===== src/hw/rtl/lars_pkg.sv =====
`timescale 1ns / 1ps

package lars_pkg;

    localparam int DATA_WIDTH_DEF = 32;
    localparam int FRAC_BITS_DEF = 16;
    localparam int MAX_ELEMENTS_LOG2_DEF = 20;
    localparam int CFG_WIDTH = 32;
    localparam int CFG_INDEX_WIDTH = 3;
    localparam int SUM_WIDTH = 64;
    localparam int SQRT_COUNT_WIDTH = 6;
    localparam int DIV_COUNT_WIDTH = 7;

    localparam logic [CFG_INDEX_WIDTH-1:0] REG_LEARNING_RATE = 3'd0;
    localparam logic [CFG_INDEX_WIDTH-1:0] REG_MOMENTUM_COEF = 3'd1;
    localparam logic [CFG_INDEX_WIDTH-1:0] REG_WEIGHT_DECAY = 3'd2;
    localparam logic [CFG_INDEX_WIDTH-1:0] REG_TRUST_COEF = 3'd3;
    localparam logic [CFG_INDEX_WIDTH-1:0] REG_EPSILON_TERM = 3'd4;
    localparam logic [CFG_INDEX_WIDTH-1:0] REG_GRAD_SCALE = 3'd5;
    localparam logic [CFG_INDEX_WIDTH-1:0] REG_NESTEROV_ENABLE = 3'd6;
    localparam logic [CFG_INDEX_WIDTH-1:0] REG_LAYER_SCALING_ENABLE = 3'd7;

    typedef struct packed {
        logic                             req_type;
        logic signed [DATA_WIDTH_DEF-1:0] weight_in;
        logic signed [DATA_WIDTH_DEF-1:0] grad_in;
        logic signed [DATA_WIDTH_DEF-1:0] velocity_in;
        logic                             last_element;
    } in_word_t;

    typedef struct packed {
        logic signed [DATA_WIDTH_DEF-1:0] weight_out;
        logic signed [DATA_WIDTH_DEF-1:0] velocity_out;
    } out_word_t;

    typedef enum logic [3:0] {
        ST_IDLE,
        ST_SCALE,
        ST_ACC,
        ST_SQRT,
        ST_DEN,
        ST_DIV,
        ST_RATIO,
        ST_UPD_U,
        ST_UPD_S,
        ST_UPD_V,
        ST_UPD_N,
        ST_UPD_W,
        ST_OUT
    } state_t;

    typedef struct packed {
        logic load;
        logic scale;
        logic acc;
        logic sqrt_start;
        logic sqrt_step;
        logic den;
        logic div_step;
        logic ratio;
        logic upd_u;
        logic upd_s;
        logic upd_v;
        logic upd_n;
        logic upd_w;
        logic out_load;
    } cmd_t;

    typedef struct packed {
        logic req_type;
        logic last_element;
        logic sqrt_done;
        logic div_done;
        logic nesterov;
        logic out_full;
    } status_t;

endpackage


===== src/hw/rtl/lars_ctrl.sv =====
`timescale 1ns / 1ps

module lars_ctrl (
    input  logic               aclk,
    input  logic               aresetn,
    input  logic               s_valid,
    output logic               s_ready,
    input  lars_pkg::status_t  status,
    output lars_pkg::cmd_t     cmd
);

    lars_pkg::state_t state_reg, state_next;

    always_ff @(posedge aclk) begin
        if (!aresetn) begin
            state_reg <= lars_pkg::ST_IDLE;
        end else begin
            state_reg <= state_next;
        end
    end

    always_comb begin
        state_next = state_reg;
        case (state_reg)
            lars_pkg::ST_IDLE: begin
                if (s_valid) state_next = lars_pkg::ST_SCALE;
            end
            lars_pkg::ST_SCALE: begin
                state_next = status.req_type ? lars_pkg::ST_UPD_U : lars_pkg::ST_ACC;
            end
            lars_pkg::ST_ACC: begin
                state_next = status.last_element ? lars_pkg::ST_SQRT : lars_pkg::ST_IDLE;
            end
            lars_pkg::ST_SQRT: begin
                if (status.sqrt_done) state_next = lars_pkg::ST_DEN;
            end
            lars_pkg::ST_DEN: state_next = lars_pkg::ST_DIV;
            lars_pkg::ST_DIV: begin
                if (status.div_done) state_next = lars_pkg::ST_RATIO;
            end
            lars_pkg::ST_RATIO: state_next = lars_pkg::ST_IDLE;
            lars_pkg::ST_UPD_U: state_next = lars_pkg::ST_UPD_S;
            lars_pkg::ST_UPD_S: state_next = lars_pkg::ST_UPD_V;
            lars_pkg::ST_UPD_V: begin
                state_next = status.nesterov ? lars_pkg::ST_UPD_N : lars_pkg::ST_UPD_W;
            end
            lars_pkg::ST_UPD_N: state_next = lars_pkg::ST_UPD_W;
            lars_pkg::ST_UPD_W: state_next = lars_pkg::ST_OUT;
            lars_pkg::ST_OUT: begin
                if (!status.out_full) state_next = lars_pkg::ST_IDLE;
            end
            default: state_next = lars_pkg::ST_IDLE;
        endcase
    end

    always_comb begin
        cmd = '0;
        s_ready = 1'b0;
        case (state_reg)
            lars_pkg::ST_IDLE: begin
                s_ready = 1'b1;
                cmd.load = s_valid;
            end
            lars_pkg::ST_SCALE: cmd.scale = 1'b1;
            lars_pkg::ST_ACC: begin
                cmd.acc = 1'b1;
                cmd.sqrt_start = status.last_element;
            end
            lars_pkg::ST_SQRT: cmd.sqrt_step = 1'b1;
            lars_pkg::ST_DEN: cmd.den = 1'b1;
            lars_pkg::ST_DIV: cmd.div_step = 1'b1;
            lars_pkg::ST_RATIO: cmd.ratio = 1'b1;
            lars_pkg::ST_UPD_U: cmd.upd_u = 1'b1;
            lars_pkg::ST_UPD_S: cmd.upd_s = 1'b1;
            lars_pkg::ST_UPD_V: cmd.upd_v = 1'b1;
            lars_pkg::ST_UPD_N: cmd.upd_n = 1'b1;
            lars_pkg::ST_UPD_W: cmd.upd_w = 1'b1;
            lars_pkg::ST_OUT: cmd.out_load = !status.out_full;
            default: cmd = '0;
        endcase
    end

    assert property (@(posedge aclk) disable iff (!aresetn)
        (s_valid && s_ready) |=> (state_reg == lars_pkg::ST_SCALE))
        else $error("accepted word did not start processing");
    assert property (@(posedge aclk) disable iff (!aresetn)
        (state_reg == lars_pkg::ST_SQRT && !status.sqrt_done) |=> (state_reg == lars_pkg::ST_SQRT))
        else $error("square root left early");
    assert property (@(posedge aclk) disable iff (!aresetn)
        cmd.out_load |-> (state_reg == lars_pkg::ST_OUT && !status.out_full))
        else $error("result loaded into a full output register");

endmodule


===== config.mk =====
export PLATFORM = sky130hd
export DESIGN_NAME = lars_ctrl
export DESIGN_NICKNAME = d
export VERILOG_FILES = /design/src/hw/rtl/lars_pkg.sv /design/src/hw/rtl/lars_ctrl.sv
export SDC_FILE = /design/constraint.sdc
export NUM_CORES = 1
export LEC_CHECK = 0
export BUFFER_PORTS_ARGS = -buffer_cell sky130_fd_sc_hd__buf_4
export CAP_MARGIN = 30
export CORE_MARGIN = 2
export CORE_UTILIZATION = 29
export CTS_CLUSTER_DIAMETER = 100
export DETAILED_ROUTE_END_ITERATION = 6
export GPL_ROUTABILITY_DRIVEN = 0
export PLACE_DENSITY = 0.67
export SLEW_MARGIN = 20
export SYNTH_ARGS = -nofsm -noshare
export SYNTH_HDL_FRONTEND = slang
export SYNTH_SLANG_ARGS = --single-unit

===== constraint.sdc =====
create_clock -name aclk -period 3.3 [get_ports aclk]
set_input_delay 0.33 -clock aclk [delete_from_list [all_inputs] [get_ports aclk]]
set_output_delay 0.33 -clock aclk [all_outputs]
set_load 0.05 [all_outputs]

==> impl_metrics.ini <==
[clocking]
root_buffer = clkbuf_4
cts-buffers-inserted = 3
clock_tree.htree_level_count = 1
post_cts_setup_buffer_count = 0
cts_resized = 0
cts_hold_buffers = 0
cts_sinks = 4
cts_tree = built
clkSlewWorstSetupHoldPaths_ps = 40
cts_buffer_depth = 2
clock_latency_ps = 240

[setup_path]
endpoint_kind = output pin
arrival_ps = 1590
timing.reg2reg.setup_slack_ps = 1740
critPathKind = reg2out
worstRegToRegCells = 4
worst-path-max-fanout = 21
r2r_end = state_reg[2]
critical_path_launch_point_type = flip-flop
source_of_the_worst_register_to_register_timing_path = state_reg[2]
required_ps = 2970

[synthesis]
postSynthNetCount = 74
yosysWarnings = 0
yosys-top-cells-area = dfxtp_1, nand2b_1, nor2_1, a21oi_1, nor3_1
yosys_most_used_dff = dfxtp_1
most_repeated_cell_in_the_gate_level_netlist_after_synthesis = nor2_1
seq_area_frac_synth_pct = 18.60
synth-edff-count = 0
post_synth_num_cell_types = 26
synth_seq_cells = 4
post_synth_instance_area_um2 = 430.4
netlist_top_cells_count = nor2_1, a21oi_1, nand2b_1
synth_area_per_cell_um2 = 6.622
synth.top_cell.area_share_pct = 18.60
synth_async_reset_ratio_pct = 0
synth_top_area_cell = dfxtp_1
gate_count_after_technology_mapping = 65

[global_route]
grt_max_degree = 22
grt_use_total_pct = 12.31
antenna_found_initial = 0
globalRoute.totalOverflow = 0
first_global_vias = 440
first_pass_grt_wire_length_um = 1745

[placement]
numPortBuffers = 23
placed_area_um2 = 576.8
detail_placement_hpwl_um = 815.4

[timing]
rsz0062_at_grt = no
relSlewSlack_pct = 59.66
timing.final.max_slew_violations = 0
fin_crit_sh_pct = 58.16
tightest_slew_ps = 604.3
hold_viol_final = 0
fmax_ghz = 0.5210
fin_skew_ps = 2.552
final_setup_violations = 0
fin_setup_tns_ps = 0
finalWorstPathRequiredPeriod_ps = 1919

[pwr]
internal_w = 0.0002183
netSwitchingPower_w = 0.0002803
share_clk_of_total_power_pct = 12.4
power_frac_comb_pct = 65.9
net_switching_fraction_of_the_power_pct = 56.23
pwr-share-seq_pct = 21.7
worst_vdd_rail_ir_drop_mv = 0.2235
static_leakage_nw = 0.2740
power.density_cell_area_mw_per_mm2 = 831.9

[final_layout]
n_fill_cell = 143
diodes = 0
area_growth_syn_to_layout_pct = 39.24
flip_flop_count_of_the_largest_register_after_layout = 4
finish.instance_area_um2 = 599.3
layout-drive-gt1-share_pct = 31.76
num-nets-final = 96

[floorplan]
top_level_ports = 24
rows = 13
die_width_um = 42.53
floorplan.initialDensity_pct = 31.88
design.die.area_mm2 = 0.001808
chipHeight_um = 42.53
core-area_mm2 = 0.001350

[min_path]
min_to = state_reg[1]
worst_hold_startpoint = status[3]
hold_class = in2reg
hold-path-cell-count = 3

[routing]
finalWirelength_um = 1079
wire_per_inst_um = 10.79
via_per_inst = 5.010
drt_drc_violations_left = 0
detailroute.via_count = 501
drtIter0Drc = 0
postRouteAntennaNets = 0
drt_first_pass_iters = 1

[flow_run]
timing.max_cap.violations = 0

[status]
status = finished clean
## layout make-up
cell class	count	area (um2)	area share, %
multi-input cells	52	294.0	49.06
well taps	15	18.77	3.132
inverters	3	11.26	1.879
clock buffers	3	22.52	3.758
flip-flops and latches	4	80.08	13.36
repair buffers	23	172.7	28.81
## placed cells by master (no fill, tap or decap), drive strengths merged
cell,n
a21o,1
a21oi,7
a221o,1
a311oi,1
and2,1
buf,23
clkbuf,3
dfxtp,4
inv,3
nand2,2
nand2b,7
nand3,1
nor2,10
nor2b,2
nor3,6
nor3b,2
nor4,1
o21ai,4
o22a,1
o31ai,2
or2,1
or2b,1
or3,1
## worst max path at each step
| stage | startpoint | endpoint | slack (ps) |
|---|---|---|---|
| detailed placement | state_reg[2] | cmd[5] | 1620 |
| global placement | state_reg[2] | cmd[5] | 1670 |
| finish | state_reg[2] | cmd[5] | 1380 |
| CTS | state_reg[2] | cmd[5] | 1380 |
| floorplan | state_reg[2] | cmd[10] | 650 |
| global route | state_reg[2] | cmd[5] | 1210 |
## logic make-up (layout without fill, tap and decap cells)
family / Yosys count / count (layout) / share of synthesized area, %
and+or+nand+nor: 35 / 35 / 43.90
AOI/OAI and AO/OA: 17 / 17 / 24.42
buffers and inverters: 9 / 29 / 13.08
DFF: 4 / 4 / 18.61
## through the flow
stage                     util, %  hold WS (ps)  cells  setup slack, ps  total power (W)
after floorplan                 -         490.8     65            650.1        0.0003739
after global placement      42.72         608.1     97             1666        0.0004364
after detailed placement    42.72         613.6     97             1621        0.0004378
after CTS                   44.39         365.2    100             1377        0.0005019
after global routing        44.39         368.8    100             1213        0.0005363
final                       44.39         369.5    100             1381        0.0004986
## critical path: stages (launching register included)
cell      delay [ps]
dfxtp_1          700
nand2b_1         240
nor2_1           190
buf_4            220
## power by group through the flow
| stage | combinational (W) | sequential (W) | clock (W) |
|---|---|---|---|
| 5_1_grt | 0.000355 | 0.000112 | 0.0000694 |
| 6_report | 0.000329 | 0.000108 | 0.0000618 |
| 2_1_floorplan | 0.000298 | 0.0000761 | 0 |
| 4_1_cts | 0.000331 | 0.000107 | 0.0000647 |
| 3_3_place_gp | 0.000329 | 0.000108 | 0 |
| 3_5_place_dp | 0.000330 | 0.000108 | 0 |
## layer usage
| metal | global-route usage (%) | routed length [um] | up-vias |
|---|---|---|---|
| li1 | - | - | 264 |
| met1 | 15.38 | 486 | 224 |
| met2 | 19.38 | 527 | 13 |
| met3 | 6.034 | 65 | 0 |
| met4 | 1.875 | 0 | 0 |
| met5 | 0 | 0 | - |
Note: power is estimated with default switching activity, not from simulation.
